## src/hw/rtl/ilt_pkg.sv

```systemverilog
// Package for the indexed list table: field widths, mode and status codes,
// and the result record passed from the sequencer to the output stage.
// Depends on nothing; used by every module of the block.
package ilt_pkg;

  localparam int unsigned ModeW           = 3;
  localparam int unsigned IdxW            = 8;
  localparam int unsigned DataW           = 32;
  localparam int unsigned FoundW          = 9;
  localparam int unsigned CountW          = 9;
  localparam int unsigned StatusW         = 2;
  localparam int unsigned DefaultCapacity = 256;

  // Request modes; the two remaining codes are treated as no-ops.
  typedef enum logic [ModeW-1:0] {
    ModeAppend      = 3'd0,
    ModeRead        = 3'd1,
    ModeWrite       = 3'd2,
    ModeRemoveAt    = 3'd3,
    ModeFind        = 3'd4,
    ModeRemoveValue = 3'd5
  } mode_e;

  typedef enum logic [StatusW-1:0] {
    StatOk       = 2'd0,
    StatRange    = 2'd1,
    StatNotFound = 2'd2,
    StatFull     = 2'd3
  } status_e;

  // One finished result as it leaves the sequencer.
  typedef struct packed {
    status_e             status;
    logic [DataW-1:0]    read_value;
    logic [FoundW-1:0]   found_index;
    logic [CountW-1:0]   entry_count;
    logic                is_empty;
  } result_t;

endpackage

```

## src/hw/rtl/ilt_ctrl.sv

```systemverilog
// Sequencer of the indexed list table: decodes a request, walks the entry
// memory for search and removal with one shared compare, and keeps the count.
// Depends on ilt_pkg and drives the memory ports of ilt_store.
module ilt_ctrl #(
  parameter int unsigned Capacity = ilt_pkg::DefaultCapacity,
  localparam int unsigned AddrW = $clog2(Capacity),
  localparam int unsigned CntW  = $clog2(Capacity + 1)
) (
  input  logic                      clk_i,
  input  logic                      rst_ni,
  // Request side.
  input  logic                      req_valid_i,
  output logic                      req_ready_o,
  input  logic [ilt_pkg::ModeW-1:0] mode_i,
  input  logic [ilt_pkg::IdxW-1:0]  index_i,
  input  logic [ilt_pkg::DataW-1:0] value_i,
  // Result side.
  output logic                      res_valid_o,
  input  logic                      res_ready_i,
  output ilt_pkg::result_t          res_o,
  // Memory ports.
  output logic                      we_o,
  output logic [AddrW-1:0]          waddr_o,
  output logic [ilt_pkg::DataW-1:0] wdata_o,
  output logic                      re_o,
  output logic [AddrW-1:0]          raddr_o,
  input  logic [ilt_pkg::DataW-1:0] rdata_i
);

  // Wide enough for the index, the count and the found position.
  localparam int unsigned WideW = (CntW > ilt_pkg::FoundW) ? CntW : ilt_pkg::FoundW;

  typedef enum logic [2:0] {
    StIdle,
    StExec,
    StReadWait,
    StScan,
    StShift,
    StDone
  } state_e;

  state_e                       state_q, state_d;
  ilt_pkg::mode_e               mode_q, mode_d;
  logic [ilt_pkg::IdxW-1:0]     idx_q, idx_d;
  logic [ilt_pkg::DataW-1:0]    val_q, val_d;
  ilt_pkg::status_e             status_q, status_d;
  logic [ilt_pkg::DataW-1:0]    read_q, read_d;
  logic [ilt_pkg::FoundW-1:0]   found_q, found_d;
  logic [CntW-1:0]              total_q, total_d;
  logic [CntW-1:0]              ptr_q, ptr_d;
  logic                         pend_q, pend_d;
  logic [AddrW-1:0]             paddr_q, paddr_d;

  logic [WideW-1:0]             idx_wide;
  logic [WideW-1:0]             total_wide;
  logic [WideW-1:0]             paddr_wide;
  logic                         in_range;
  logic                         match;

  assign idx_wide   = WideW'(idx_q);
  assign total_wide = WideW'(total_q);
  assign paddr_wide = WideW'(paddr_q);
  // The count never exceeds the capacity, so this bounds the index too.
  assign in_range   = idx_wide < total_wide;
  // The one shared comparator: stored entry in flight against the key.
  assign match      = pend_q && (rdata_i == val_q);

  // Next-state and memory control.
  always_comb begin
    state_d  = state_q;
    mode_d   = mode_q;
    idx_d    = idx_q;
    val_d    = val_q;
    status_d = status_q;
    read_d   = read_q;
    found_d  = found_q;
    total_d  = total_q;
    ptr_d    = ptr_q;
    pend_d   = pend_q;
    paddr_d  = paddr_q;
    we_o     = 1'b0;
    waddr_o  = '0;
    wdata_o  = val_q;
    re_o     = 1'b0;
    raddr_o  = '0;

    case (state_q)
      StIdle: begin
        if (req_valid_i) begin
          mode_d   = ilt_pkg::mode_e'(mode_i);
          idx_d    = index_i;
          val_d    = value_i;
          status_d = ilt_pkg::StatOk;
          read_d   = '1;
          found_d  = '1;
          state_d  = StExec;
        end
      end

      StExec: begin
        case (mode_q)
          ilt_pkg::ModeAppend: begin
            if (total_q == CntW'(Capacity)) begin
              status_d = ilt_pkg::StatFull;
            end else begin
              we_o    = 1'b1;
              waddr_o = total_q[AddrW-1:0];
              total_d = total_q + 1'b1;
            end
            state_d = StDone;
          end
          ilt_pkg::ModeRead: begin
            if (in_range) begin
              re_o    = 1'b1;
              raddr_o = idx_wide[AddrW-1:0];
              state_d = StReadWait;
            end else begin
              status_d = ilt_pkg::StatRange;
              state_d  = StDone;
            end
          end
          ilt_pkg::ModeWrite: begin
            if (in_range) begin
              we_o    = 1'b1;
              waddr_o = idx_wide[AddrW-1:0];
            end else begin
              status_d = ilt_pkg::StatRange;
            end
            state_d = StDone;
          end
          ilt_pkg::ModeRemoveAt: begin
            if (in_range) begin
              ptr_d   = idx_wide[CntW-1:0] + 1'b1;
              pend_d  = 1'b0;
              state_d = StShift;
            end else begin
              status_d = ilt_pkg::StatRange;
              state_d  = StDone;
            end
          end
          ilt_pkg::ModeFind, ilt_pkg::ModeRemoveValue: begin
            ptr_d   = '0;
            pend_d  = 1'b0;
            state_d = StScan;
          end
          default: begin
            state_d = StDone;
          end
        endcase
      end

      StReadWait: begin
        read_d  = rdata_i;
        state_d = StDone;
      end

      // Read entries in order; each datum is compared with the key when its registered read data arrives.
      StScan: begin
        if (match) begin
          found_d = paddr_wide[ilt_pkg::FoundW-1:0];
          pend_d  = 1'b0;
          if (mode_q == ilt_pkg::ModeRemoveValue) begin
            ptr_d   = CntW'(paddr_q) + 1'b1;
            state_d = StShift;
          end else begin
            state_d = StDone;
          end
        end else if (ptr_q < total_q) begin
          re_o    = 1'b1;
          raddr_o = ptr_q[AddrW-1:0];
          pend_d  = 1'b1;
          paddr_d = ptr_q[AddrW-1:0];
          ptr_d   = ptr_q + 1'b1;
        end else if (pend_q) begin
          pend_d = 1'b0;
        end else begin
          status_d = ilt_pkg::StatNotFound;
          state_d  = StDone;
        end
      end

      // Move each later entry one place down: read at ptr, then write the registered read data to the address below.
      StShift: begin
        if (pend_q) begin
          we_o    = 1'b1;
          waddr_o = paddr_q - AddrW'(1);
          wdata_o = rdata_i;
        end
        if (ptr_q < total_q) begin
          re_o    = 1'b1;
          raddr_o = ptr_q[AddrW-1:0];
          pend_d  = 1'b1;
          paddr_d = ptr_q[AddrW-1:0];
          ptr_d   = ptr_q + 1'b1;
        end else if (pend_q) begin
          pend_d = 1'b0;
        end else begin
          total_d = total_q - 1'b1;
          state_d = StDone;
        end
      end

      StDone: begin
        if (res_ready_i) begin
          state_d = StIdle;
        end
      end

      default: begin
        state_d = StIdle;
      end
    endcase
  end

  // State and registered request and result fields.
  always_ff @(posedge clk_i or negedge rst_ni) begin
    if (!rst_ni) begin
      state_q  <= StIdle;
      mode_q   <= ilt_pkg::ModeAppend;
      idx_q    <= '0;
      val_q    <= '0;
      status_q <= ilt_pkg::StatOk;
      read_q   <= '0;
      found_q  <= '0;
      total_q  <= '0;
      ptr_q    <= '0;
      pend_q   <= 1'b0;
      paddr_q  <= '0;
    end else begin
      state_q  <= state_d;
      mode_q   <= mode_d;
      idx_q    <= idx_d;
      val_q    <= val_d;
      status_q <= status_d;
      read_q   <= read_d;
      found_q  <= found_d;
      total_q  <= total_d;
      ptr_q    <= ptr_d;
      pend_q   <= pend_d;
      paddr_q  <= paddr_d;
    end
  end

  // Result record; the count is already updated when StDone is reached.
  assign req_ready_o          = (state_q == StIdle);
  assign res_valid_o          = (state_q == StDone);
  assign res_o.status         = status_q;
  assign res_o.read_value     = read_q;
  assign res_o.found_index    = found_q;
  assign res_o.entry_count    = total_wide[ilt_pkg::CountW-1:0];
  assign res_o.is_empty       = (total_q == '0);

endmodule

```

## config.mk

```make
export PLATFORM = sky130hd
export DESIGN_NAME = ilt_ctrl
export DESIGN_NICKNAME = d
export VERILOG_FILES = /design/src/hw/rtl/ilt_pkg.sv /design/src/hw/rtl/ilt_ctrl.sv
export SDC_FILE = /design/constraint.sdc
export NUM_CORES = 1
export LEC_CHECK = 0
export BUFFER_PORTS_ARGS = -buffer_cell sky130_fd_sc_hd__buf_2
export CAP_MARGIN = 20
export CORE_MARGIN = 2
export CORE_UTILIZATION = 49
export DETAILED_ROUTE_END_ITERATION = 10
export PLACE_DENSITY = 0.85
export RECOVER_POWER = 25
export SLEW_MARGIN = 10
export SYNTH_ARGS = -nofsm -noshare
export SYNTH_HDL_FRONTEND = slang
export SYNTH_SLANG_ARGS = --single-unit
```

## constraint.sdc

```tcl
create_clock -name clk_i -period 2.5 [get_ports clk_i]
set_input_delay 0.125 -clock clk_i [delete_from_list [all_inputs] [get_ports clk_i]]
set_output_delay 0.125 -clock clk_i [all_outputs]
set_load 0.02 [all_outputs]
```

After elaboration in Yosys (flattened, before gate mapping)
Index checks and enable logic that the tools add are counted.
{"block": "op_classes", "add_sub_neg": 6, "n_mul": 0, "div": 0, "magnitude_cmp": 2, "n_eq_ne": 28, "n_shift": 0, "n_mux": 60, "bitwise": 0, "reduce_logical": 21}
{"op": "2-to-1 mux 32 bit", "count": 3}
{"op": "2-to-1 mux 9 bit", "count": 10}
{"op": "2-to-1 mux 8 bit", "count": 8}
{"op": "one-hot mux 32 bit (2 select lines)", "count": 1}
{"op": "one-hot mux 9 bit (2 select lines)", "count": 3}
{"op": "one-hot mux 8 bit (2 select lines)", "count": 3}
{"op": "equality test 32 bit", "count": 1}
{"op": "one-hot mux 9 bit (3 select lines)", "count": 1}
{"op": "one-hot mux 8 bit (3 select lines)", "count": 1}
{"op": "adder 8 x 1 -> 9 bit, second input constant", "count": 2}
{"op": "adder 9 x 1 -> 9 bit, second input constant", "count": 2}
{"op": "2-to-1 mux 3 bit", "count": 6}
{"op": "one-hot mux 3 bit (6 select lines)", "count": 1}
{"op": "!= test 2 bit, second input constant", "count": 8}
{"op": "equality test 3 x 2 -> 1 bit, second input constant", "count": 4}
{"op": "equality test 3 bit, second input constant", "count": 4}
{"op": "2-to-1 mux 2 bit", "count": 6}
{"op": "!= test 3 bit, second input constant", "count": 4}
{"op": "equality test 9 bit, second input constant", "count": 1}
{"op": "logical NOT 9 bit", "count": 1}
{"op": "less-than comparator 8 x 9 -> 1 bit", "count": 1}
{"op": "less-than comparator 9 bit", "count": 1}
{"op": "2-to-1 mux 1 bit", "count": 9}
{"op": "one-hot mux 3 bit (3 select lines)", "count": 1}
{"op": "20 further kinds", "count": 35}
{"block": "totals", "ff_bits": 116, "latch_bits": 0, "ramBits": 0, "romBits": 0, "input_bits": 79, "output_inout_bits": 105, "elab_cells": 128, "n_memories": 0}

Depth between registers and ports, before layout
Gate-level depths: netlist of the first run.
{"block": "logic_depth", "ltp_word": 4, "mapped_depth": 12, "depth_no_buf": 11}

Least setup slack after synthesis of the first run
OpenSTA, ideal clock, no wires.
{"block": "synth_timing", "kind": "flip-flop to output port", "startpoint": "reg total_q[8]", "endpoint": "out raddr_o[2]", "arrival_time_ps": 2643, "t_required_ps": 2375, "slack_ps": -268, "path_stages_with_launch": 10, "n_path_buf": 2, "cell_sequence": "dfrtp_1 clkbuf_1 inv_1 ha_1 and3_1 a221oi_1 o21ai_2 a21oi_1 clkbuf_1 a22o_1"}
{"block": "synth_between", "elab_chain_cells": 4}
{"item": "from (decl)", "line": "ilt_ctrl.sv:49", "text": "logic [CntW-1:0] total_q, total_d;"}
{"item": "from (signal assigned)", "line": "ilt_ctrl.sv:237", "text": "total_q <= total_d;"}
{"item": "less-than comparator 9 bit / less-than comparator 8 x 9 -> 1 bit (equally long branches)", "line": "ilt_ctrl.sv:168, ilt_ctrl.sv:189, ilt_ctrl.sv:64"}
{"item": "2-to-1 mux 8 bit, on equally long branches", "line": "ilt_ctrl.sv:168, ilt_ctrl.sv:189, ilt_ctrl.sv:113"}
{"item": "2-to-1 mux 8 bit, on equally long branches", "line": "ilt_ctrl.sv:159, ilt_ctrl.sv:101"}
{"item": "one-hot mux 8 bit (3 select lines) *", "line": "ilt_ctrl.sv:87", "text": "case (state_q)"}
{"item": "to (decl)", "line": "ilt_ctrl.sv:26", "text": "output logic [AddrW-1:0] raddr_o,"}
Mark *: on every way between the ends. The rest lies on a longest branch, timed or not.

Final worst setup path of the first run
{"block": "layout_timing", "startpoint": "reg total_q[7]", "endpoint": "out raddr_o[5]"}
Same word-level chain as after synthesis.

==> run_results.csv, run 1 <==
group,metric,value,unit
synthesis,yosys_warnings,0,
setup_path,crit_arrival,2.65,ns
sta,finalCritPeriodShare,110.9,%
place,place_inst,1187,
setup_path,cp-end-kind,"output pin",
power_and_ir_drop,p_leak,4.890,nW
global_route,grt_max_degree,65,
route,drt-total-wl,29330,microns
sta,max_freq,0.3608,GHz
power_and_ir_drop,power.density,1555,mW/mm^2
floorplan,die-area,0.01527,sq mm
clock_tree,clockRootBuffer,"clkbuf_16",
cells_and_area,antenna_cells,0,
sta,post-route-min-period,2.772,ns
global_route,grt_pass1_wl,41920,microns
power_and_ir_drop,internal-power,8.955,mW
floorplan,std_cell_rows,43,
power_and_ir_drop,p_sw_share,46.15,%
sta,fin_ws,-0.2715,ns
sta,tightest_slew,1.473,ns
sta,max-slew-margin-rel,1.831,%
floorplan,die_y,123.6,microns
route,routed_via_density,6.063,
setup_path,r2r_start,"total_q[6]",
sta,hold_viol_final,0,
power_and_ir_drop,power_frac_seq,21.4,%
synthesis,syn-num-nets,915,
place,hpwlAfterDp,16590,microns
place,io_buffers,183,
power_and_ir_drop,power.share.clock,15.9,%
global_route,track_usage,36.60,%
synthesis,synth_area_per_cell,8.673,sq um
cells_and_area,syn_to_final_growth,52.63,%
setup_path,startpoint,"total_q[7]",
global_route,antenna_found_initial,1,
run,cap_violations,0,
worst_hold_path,hp-class,"input port to flip-flop",
sta,whs,0.008126,ns
synthesis,ys_seq_elements,116,
cells_and_area,nets,1233,
floorplan,core_area,0.01393,sq mm
outcome,violations,"setup timing",
global_route,grt_overflow,0,
synthesis,async_reset_ff_share,100.0,%
floorplan,initial_utilization,50.29,%
place,gp_congestion,0.9456,
clock_tree,clock-sinks,116,
floorplan,ios,184,
route,drt_iter0_drc,790,
synthesis,synthCells,808,
sta,final-setup-viol-count,22,
clock_tree,clk_path_buf_depth,2,
route,first_pass_iters,7,
clock_tree,clk_pin_slew_worst_paths,0.06,ns
route,final_antenna_net_count,0,
clock_tree,cts_tree,"done",
power_and_ir_drop,finalPower,16.63,mW
cells_and_area,fin_cells,1319,
sta,slew_violations,0,
worst_hold_path,hp-start,"rdata_i[14]",
clock_tree,cts_buffers,17,
clock_tree,cts_max_level,4,
synthesis,syn-cell-area,0.007008,sq mm
outcome,status,"finished with violations",
clock_tree,insertion_delay,0.43,ns
route,avgRoutedWirePerCell,22.24,microns
route,route.detailed.drc,0,
power_and_ir_drop,power_frac_comb,62.7,%
power_and_ir_drop,switchingPower,7.675,mW
cells_and_area,drive_above_1_share,35.12,%
setup_path,critPathMaxFanout,5,
sta,clock_skew,0.01440,ns
synthesis,seq_area_frac_synth,41.42,%
route,via_count,7997,
floorplan,fp.dieW,123.6,microns
synthesis,synthDistinctLibCells,61,
setup_path,critPathRequiredTime,2.38,ns
sta,rsz0062_at_grt,"true",
setup_path,cp-start-kind,"flip-flop",
power_and_ir_drop,vdd_drop_max,0.8068,mV
synthesis,synth_edf_count,0,
setup_path,crit_type,"flip-flop to output pin",
synthesis,synth_ff_type,"dfrtp_1",
global_route,grt_pass1_vias,7873,
[power by group through the flow]
stage | Clock (mW) | Sequential [mW] | Combinational [mW]
global placement | 0 | 3.36 | 7.80
detailed placement | 0 | 3.39 | 7.94
global route | 2.74 | 3.63 | 11.0
finish | 2.64 | 3.56 | 10.4
floorplan | 0 | 3.71 | 4.76
CTS | 2.64 | 3.40 | 9.02
[worst paths after layout]
check / endpoint / depth (start not counted) / slack [ns]
min in group asynchronous: read_q[25] / 2 / 0.65
max in group asynchronous: ptr_q[1] / 3 / 0.87
hold reg to reg: found_q[8] / 2 / 0.48
hold / removal: read_q[14] / 3 / 0.008
setup reg to reg: ptr_q[6] / 11 / -0.06
setup / recovery: raddr_o[5] / 11 / -0.27
[cells in the mapped netlist, types with 3 or more instances]
| cell type | count | area share (%) |
|---|---|---|
| nand3_1 | 16 | 1.1 |
| xor2_1 | 17 | 2.1 |
| o21ai_0 | 52 | 3.7 |
| a221o_1 | 3 | 0.43 |
| buf_2 | 6 | 0.43 |
| xnor2_1 | 42 | 5.2 |
| o32ai_1 | 3 | 0.38 |
| clkbuf_1 | 27 | 1.4 |
| and2_1 | 6 | 0.54 |
| nor2_1 | 70 | 3.7 |
| a22o_1 | 8 | 1.0 |
| ha_1 | 27 | 4.8 |
| a21boi_0 | 3 | 0.32 |
| inv_1 | 22 | 1.2 |
| buf_1 | 9 | 0.48 |
| nor2b_1 | 6 | 0.54 |
| or3_1 | 5 | 0.45 |
| nor3_1 | 13 | 0.93 |
| a22oi_1 | 7 | 0.75 |
| mux2_2 | 37 | 5.9 |
| o31ai_1 | 3 | 0.32 |
| o211ai_1 | 9 | 0.96 |
| nand2b_1 | 9 | 0.80 |
| o22ai_1 | 10 | 0.89 |
| nand2_1 | 193 | 10 |
| nor4_1 | 5 | 0.45 |
| mux2i_1 | 8 | 1.1 |
| or2_2 | 4 | 0.36 |
| a31oi_1 | 4 | 0.36 |
| and3_1 | 6 | 0.54 |
| a21o_1 | 3 | 0.32 |
| nand4_1 | 11 | 0.98 |
| a21oi_1 | 17 | 1.2 |
| dfrtp_1 | 116 | 41 |
[flip-flops by register name, indices dropped and copies added, names as in the netlist]
signal    flops
found_q       9
idx_q         8
mode_q        3
paddr_q       8
pend_q        1
ptr_q         9
read_q       32
state_q       3
status_q      2
total_q       9
val_q        32
[critical path, stage by stage (launching register included)]
cell      delay, ns
dfrtp_2        0.42
inv_4          0.08
ha_4           0.21
a21oi_4        0.13
o21ai_1        0.10
o21bai_4       0.20
a21oi_2        0.19
nor3b_4        0.37
buf_6          0.20
nand2_2        0.08
o21ai_2        0.08
buf_6          0.14
[through the flow]
step           worst slack, ns  utilization [%]  setup TNS (ns)  cell area (sq um)
2_1_floorplan         0.003567                -               0               7041
3_3_place_gp           0.04653            61.11               0               8516
3_5_place_dp          -0.02407            61.11        -0.05376               8516
4_1_cts                -0.1559            74.13          -2.272              10330
5_1_grt                -0.2995            76.76          -4.234              10700
6_report               -0.2715            76.76          -2.660              10700
[cell type report]
| type | instances | area, sq um |
|---|---|---|
| inverters | 23 | 96.34 |
| clock buffers | 22 | 474.2 |
| fillers | 864 | 3238 |
| well taps | 180 | 225.2 |
| repair buffers | 342 | 2494 |
| clock inverters | 10 | 152.6 |
| flip-flops and latches | 116 | 2909 |
| multi-input cells | 626 | 4345 |
[cell usage in the layout, fill, tap and decap left out, types with 8 or more instances in the layout]
| cell | count |
|---|---|
| buf_6 | 23 |
| clkbuf_16 | 18 |
| dfrtp_1 | 111 |
| o211ai_1 | 9 |
| nand3_1 | 15 |
| dlygate4sd3_1 | 73 |
| clkbuf_1 | 26 |
| xnor2_2 | 9 |
| nand4_1 | 11 |
| buf_2 | 140 |
| a21oi_1 | 10 |
| nor3_1 | 9 |
| mux2_2 | 34 |
| nor2_1 | 70 |
| o21ai_0 | 44 |
| o22ai_1 | 9 |
| xor2_1 | 17 |
| inv_1 | 15 |
| ha_4 | 8 |
| buf_4 | 73 |
| xnor2_1 | 33 |
| ha_1 | 18 |
| nand2_1 | 183 |
| mux2i_1 | 8 |
| nand2b_1 | 8 |
[layer usage]
metal / track usage, % / part of all wire (%) / vias up
met5: 0 / 0 / -
met4: 21.59 / 5.8 / 0
met3: 8.608 / 11 / 161
li1: - / - / 3423
met2: 60.47 / 48 / 649
met1: 43.56 / 35 / 3764
[cells by family (layout without fill, tap and decap cells)]
family,after synthesis,after routing,share of synthesized area (%)
flops,116,116,41.42
mux,46,46,7.249
xor+xnor,59,59,7.374
fa+ha+maj,28,28,5.106
simple gates,347,347,21.34
buf+inv,67,397,3.803
compound gates,145,146,13.71
[timing repair]
action                     4_1_cts  5_1_grt
setup endpoints to repair       20       75
gates resized for setup         71       75
setup buffers                   18        7
hold endpoints to repair       126        0
hold buffers                    73        0
pin swaps                       20       38
gates cloned                     2        2
(Power assumes the default switching activity.)
==> run 2, diff against run 1 <==
--- a/config.mk
+++ b/config.mk
@@ -5,12 +5,14 @@
 export SDC_FILE = /design/constraint.sdc
 export NUM_CORES = 1
 export LEC_CHECK = 0
+export ABC_AREA = 1
 export BUFFER_PORTS_ARGS = -buffer_cell sky130_fd_sc_hd__buf_2
 export CAP_MARGIN = 20
+export CORE_ASPECT_RATIO = 1.1
 export CORE_MARGIN = 2
 export CORE_UTILIZATION = 49
 export DETAILED_ROUTE_END_ITERATION = 10
-export PLACE_DENSITY = 0.85
+export PLACE_DENSITY = 0.84
 export RECOVER_POWER = 25
 export SLEW_MARGIN = 10
 export SYNTH_ARGS = -nofsm -noshare
==> run 2 against run 1 <==
  * The flow finishes with violations (capacitance limit, slew limit, setup timing)
  * Largest power group unchanged
  * Wire length down 4.5%
  * Highest routed layer unchanged
  * Core utilization down 7.7 points
  * Combinational power down 13%
  * Final area down 3.2%
  * Die area up 6.9%
  * Global-route usage down 3.1 points
  * Critical endpoint is now waddr_o[0]
  * Clock skew down 0.0042 ns
  * Sequential power down 1%
==> run_results.csv, run 2 <==
group,metric,value,unit
sta,fin_tns_setup,-0.004337,ns
floorplan,initial_utilization,50.05,%
global_route,grt_pass1_vias,8465,
clock_tree,clockRootBuffer,"clkbuf_16",
outcome,violations,"capacitance limit, slew limit, setup timing",
synthesis,synthCells,1058,
place,postPlaceCellArea,0.008783,sq mm
setup_path,reg2regPathDepth,13,
sta,rsz0062_at_grt,"true",
cells_and_area,nets,1456,
cells_and_area,layout_commonest_cell,"nand2_1",
synthesis,async_reset_ff_share,100.0,%
synthesis,synthXorXnorAreaFrac,2.917,%
sta,whs,0.004404,ns
cells_and_area,multi_input_area,0.004011,sq mm
clock_tree,clk_path_buf_depth,2,
synthesis,netlist_top_cells_area,"dfrtp_1, nand2_1, nor2_1",
setup_path,cp-start-kind,"flip-flop",
clock_tree,cts_buffers,17,
synthesis,synthAdderAreaFrac,4.767,%
synthesis,yosysTopAreaCellShare,38.67,%
run,cap_violations,1,
sta,post-route-min-period,2.504,ns
global_route,grt_pass1_wl,42300,microns
setup_path,crit_type,"flip-flop to output pin",
worst_hold_path,hp-class,"input port to flip-flop",
place,gp_congestion,1.006,
synthesis,synth_top_family_by_area,"simple AND/OR/NAND/NOR gates",
clock_tree,clk_pin_slew_worst_paths,0.06,ns
route,final_antenna_net_count,0,
synthesis,syn-cell-area,0.007506,sq mm
synthesis,synth-simple-area-share,28.55,%
floorplan,std_cell_rows,47,
sta,clock_skew,0.01020,ns
sta,fin_ws,-0.004106,ns
cells_and_area,finalInstanceArea,0.01035,sq mm
global_route,grt_overflow,0,
route,routed_via_density,5.589,
synthesis,synthDistinctLibCells,41,
cells_and_area,drive_above_1_share,25.26,%
sta,finalCritPeriodShare,100.2,%
floorplan,die_y,133.8,microns
setup_path,ff2ff_setup_slack,0.14,ns
synthesis,syn-num-nets,1165,
floorplan,ios,184,
outcome,status,"finished with violations",
synthesis,seq_area_frac_synth,38.67,%
place,io_buffers,183,
route,via_count,8714,
clock_tree,cts_max_level,4,
cells_and_area,top_regs,"read_q: 32 flops, val_q: 32 flops",
clock_tree,insertion_delay,0.43,ns
setup_path,r2r-end,"status_q[0]",
sta,final-setup-viol-count,2,
route,avgRoutedWirePerCell,17.96,microns
synthesis,synth_most_common_cell,"nand2_1",
power_and_ir_drop,p_leak,5.333,nW
route,drt-total-wl,28000,microns
floorplan,die-area,0.01633,sq mm
sta,max-slew-margin-rel,-8.899,%
floorplan,core_area,0.01500,sq mm
setup_path,critPathMaxFanout,8,
power_and_ir_drop,vdd_drop_max,0.8819,mV
synthesis,muxShareOfSynthArea,1.200,%
floorplan,fp.dieW,122.0,microns
sta,slew_violations,61,
setup_path,crit_arrival,2.38,ns
global_route,antenna_found_initial,1,
route,drt_iter0_drc,632,
setup_path,crit_end,"waddr_o[0]",
synthesis,yosys_warnings,0,
cells_and_area,num-fill-cells,1162,
setup_path,r2r_start,"ptr_q[1]",
place,hpwlAfterDp,17900,microns
sta,max_freq,0.3993,GHz
cells_and_area,fin_cells,1559,
synthesis,synth_ff_type,"dfrtp_1",
place,place_inst,1437,
setup_path,startpoint,"total_q[2]",
setup_path,cp-end-kind,"output pin",
cells_and_area,syn_to_final_growth,37.89,%
synthesis,synth_commonest_cells,"nand2_1, nor2_1, inv_1, dfrtp_1, a21oi_1",
cells_and_area,seq_area,0.002908,sq mm
synthesis,synth-compound-area-share,13.89,%
setup_path,critPathRequiredTime,2.38,ns
clock_tree,cts_tree,"done",
power_and_ir_drop,power.density,1452,mW/mm^2
sta,hold_viol_final,0,
global_route,grt_max_degree,81,
worst_hold_path,holdPathStages,4,
route,route.detailed.drc,0,
cells_and_area,final_core_util,69.02,%
clock_tree,clock-sinks,116,
synthesis,synth_area_per_cell,7.094,sq um
synthesis,ys_seq_elements,116,
cells_and_area,final_cell_mix,"nand2_1, buf_2, nor2_1, inv_1, dfrtp_1",
sta,tightest_slew,1.633,ns
synthesis,synth_edf_count,0,
synthesis,yosysTopAreaCell,"dfrtp_1",
global_route,track_usage,33.53,%
route,first_pass_iters,7,
run 2: changes by cell type in the layout (fill, tap and decap cells not counted), moves of 25 or more:
cell	previous run	this run
a21oi_1	10	87
inv_1	15	125
inv_2	5	32
mux2_2	34	3
nand2_1	183	253
nand3_1	15	45
nor2_1	70	139
xnor2_1	33	8
run 2: cells by family after synthesis:
group                    Yosys count
XOR/XNOR                          25
AO/OA/AOI/OAI                    189
buffers and inverters            189
adder cells (fa/ha/maj)           28
multiplexers                       8
flip-flops                       116
AND/OR/NAND/NOR                  503
run 2: critical path: stages, from the launching register on:
cell     delay, ns
dfrtp_1       0.40
inv_2         0.11
ha_4          0.21
nand2_1       0.07
inv_1         0.05
o21ai_1       0.14
nand3_1       0.10
nand2_1       0.08
nand2_2       0.07
nor2_2        0.09
buf_6         0.16
a22oi_1       0.11
o22ai_1       0.18
buf_4         0.18
run 2: layout make-up:
| type | instances | share of cell area, % |
|---|---|---|
| multi-input cells | 754 | 38.76 |
| diodes | 1 | 0.02418 |
| repair buffers | 301 | 19.35 |
| clock inverters | 12 | 1.161 |
| flip-flops and latches | 116 | 28.09 |
| clock buffers | 20 | 4.412 |
| inverters | 159 | 5.827 |
| well taps | 196 | 2.369 |
run 2: power by group:
| part | total, mW | switching (mW) | internal, mW |
|---|---|---|---|
| registers | 3.52 | 0.763 | 2.76 |
| logic | 9.08 | 5.87 | 3.21 |
| clock network | 2.43 | 0.996 | 1.43 |
run 2: worst min-delay path by stage:
stage                      startpoint    endpoint  slack, ns
after floorplan                rst_ni  found_q[0]      -0.17
after global placement         rst_ni   read_q[4]       0.27
after detailed placement       rst_ni  read_q[16]       0.27
after CTS                  rdata_i[4]   read_q[4]     0.0005
after global routing      rdata_i[21]  read_q[21]       0.01
final                     res_ready_i  state_q[0]      0.004
run 2: metrics by stage:
stage	total power, mW	setup WS, ns
floorplan	8.843	0.1130
global placement	11.32	0.2980
detailed placement	11.50	0.1927
CTS	14.28	0.02838
global route	15.95	-0.09986
finish	15.03	-0.004106
run 2: routing by layer:
metal / GRT usage [%] / vias to the layer above / part of all wire, %
li1: - / 3981 / -
met1: 37.84 / 4023 / 36
met2: 57.32 / 561 / 49
met3: 7.823 / 149 / 8.5
met4: 19.99 / 0 / 6.0
met5: 0 / - / 0
run 2: what timing repair did:
item | 4_1_cts | 5_1_grt
setup buffers | 11 | 15
endpoints found under the hold margin | 119 | 0
pin swaps | 4 | 13
gates resized for setup | 15 | 39
setup endpoints to repair | 17 | 45
cloned | 1 | 1
hold buffers | 61 | 0
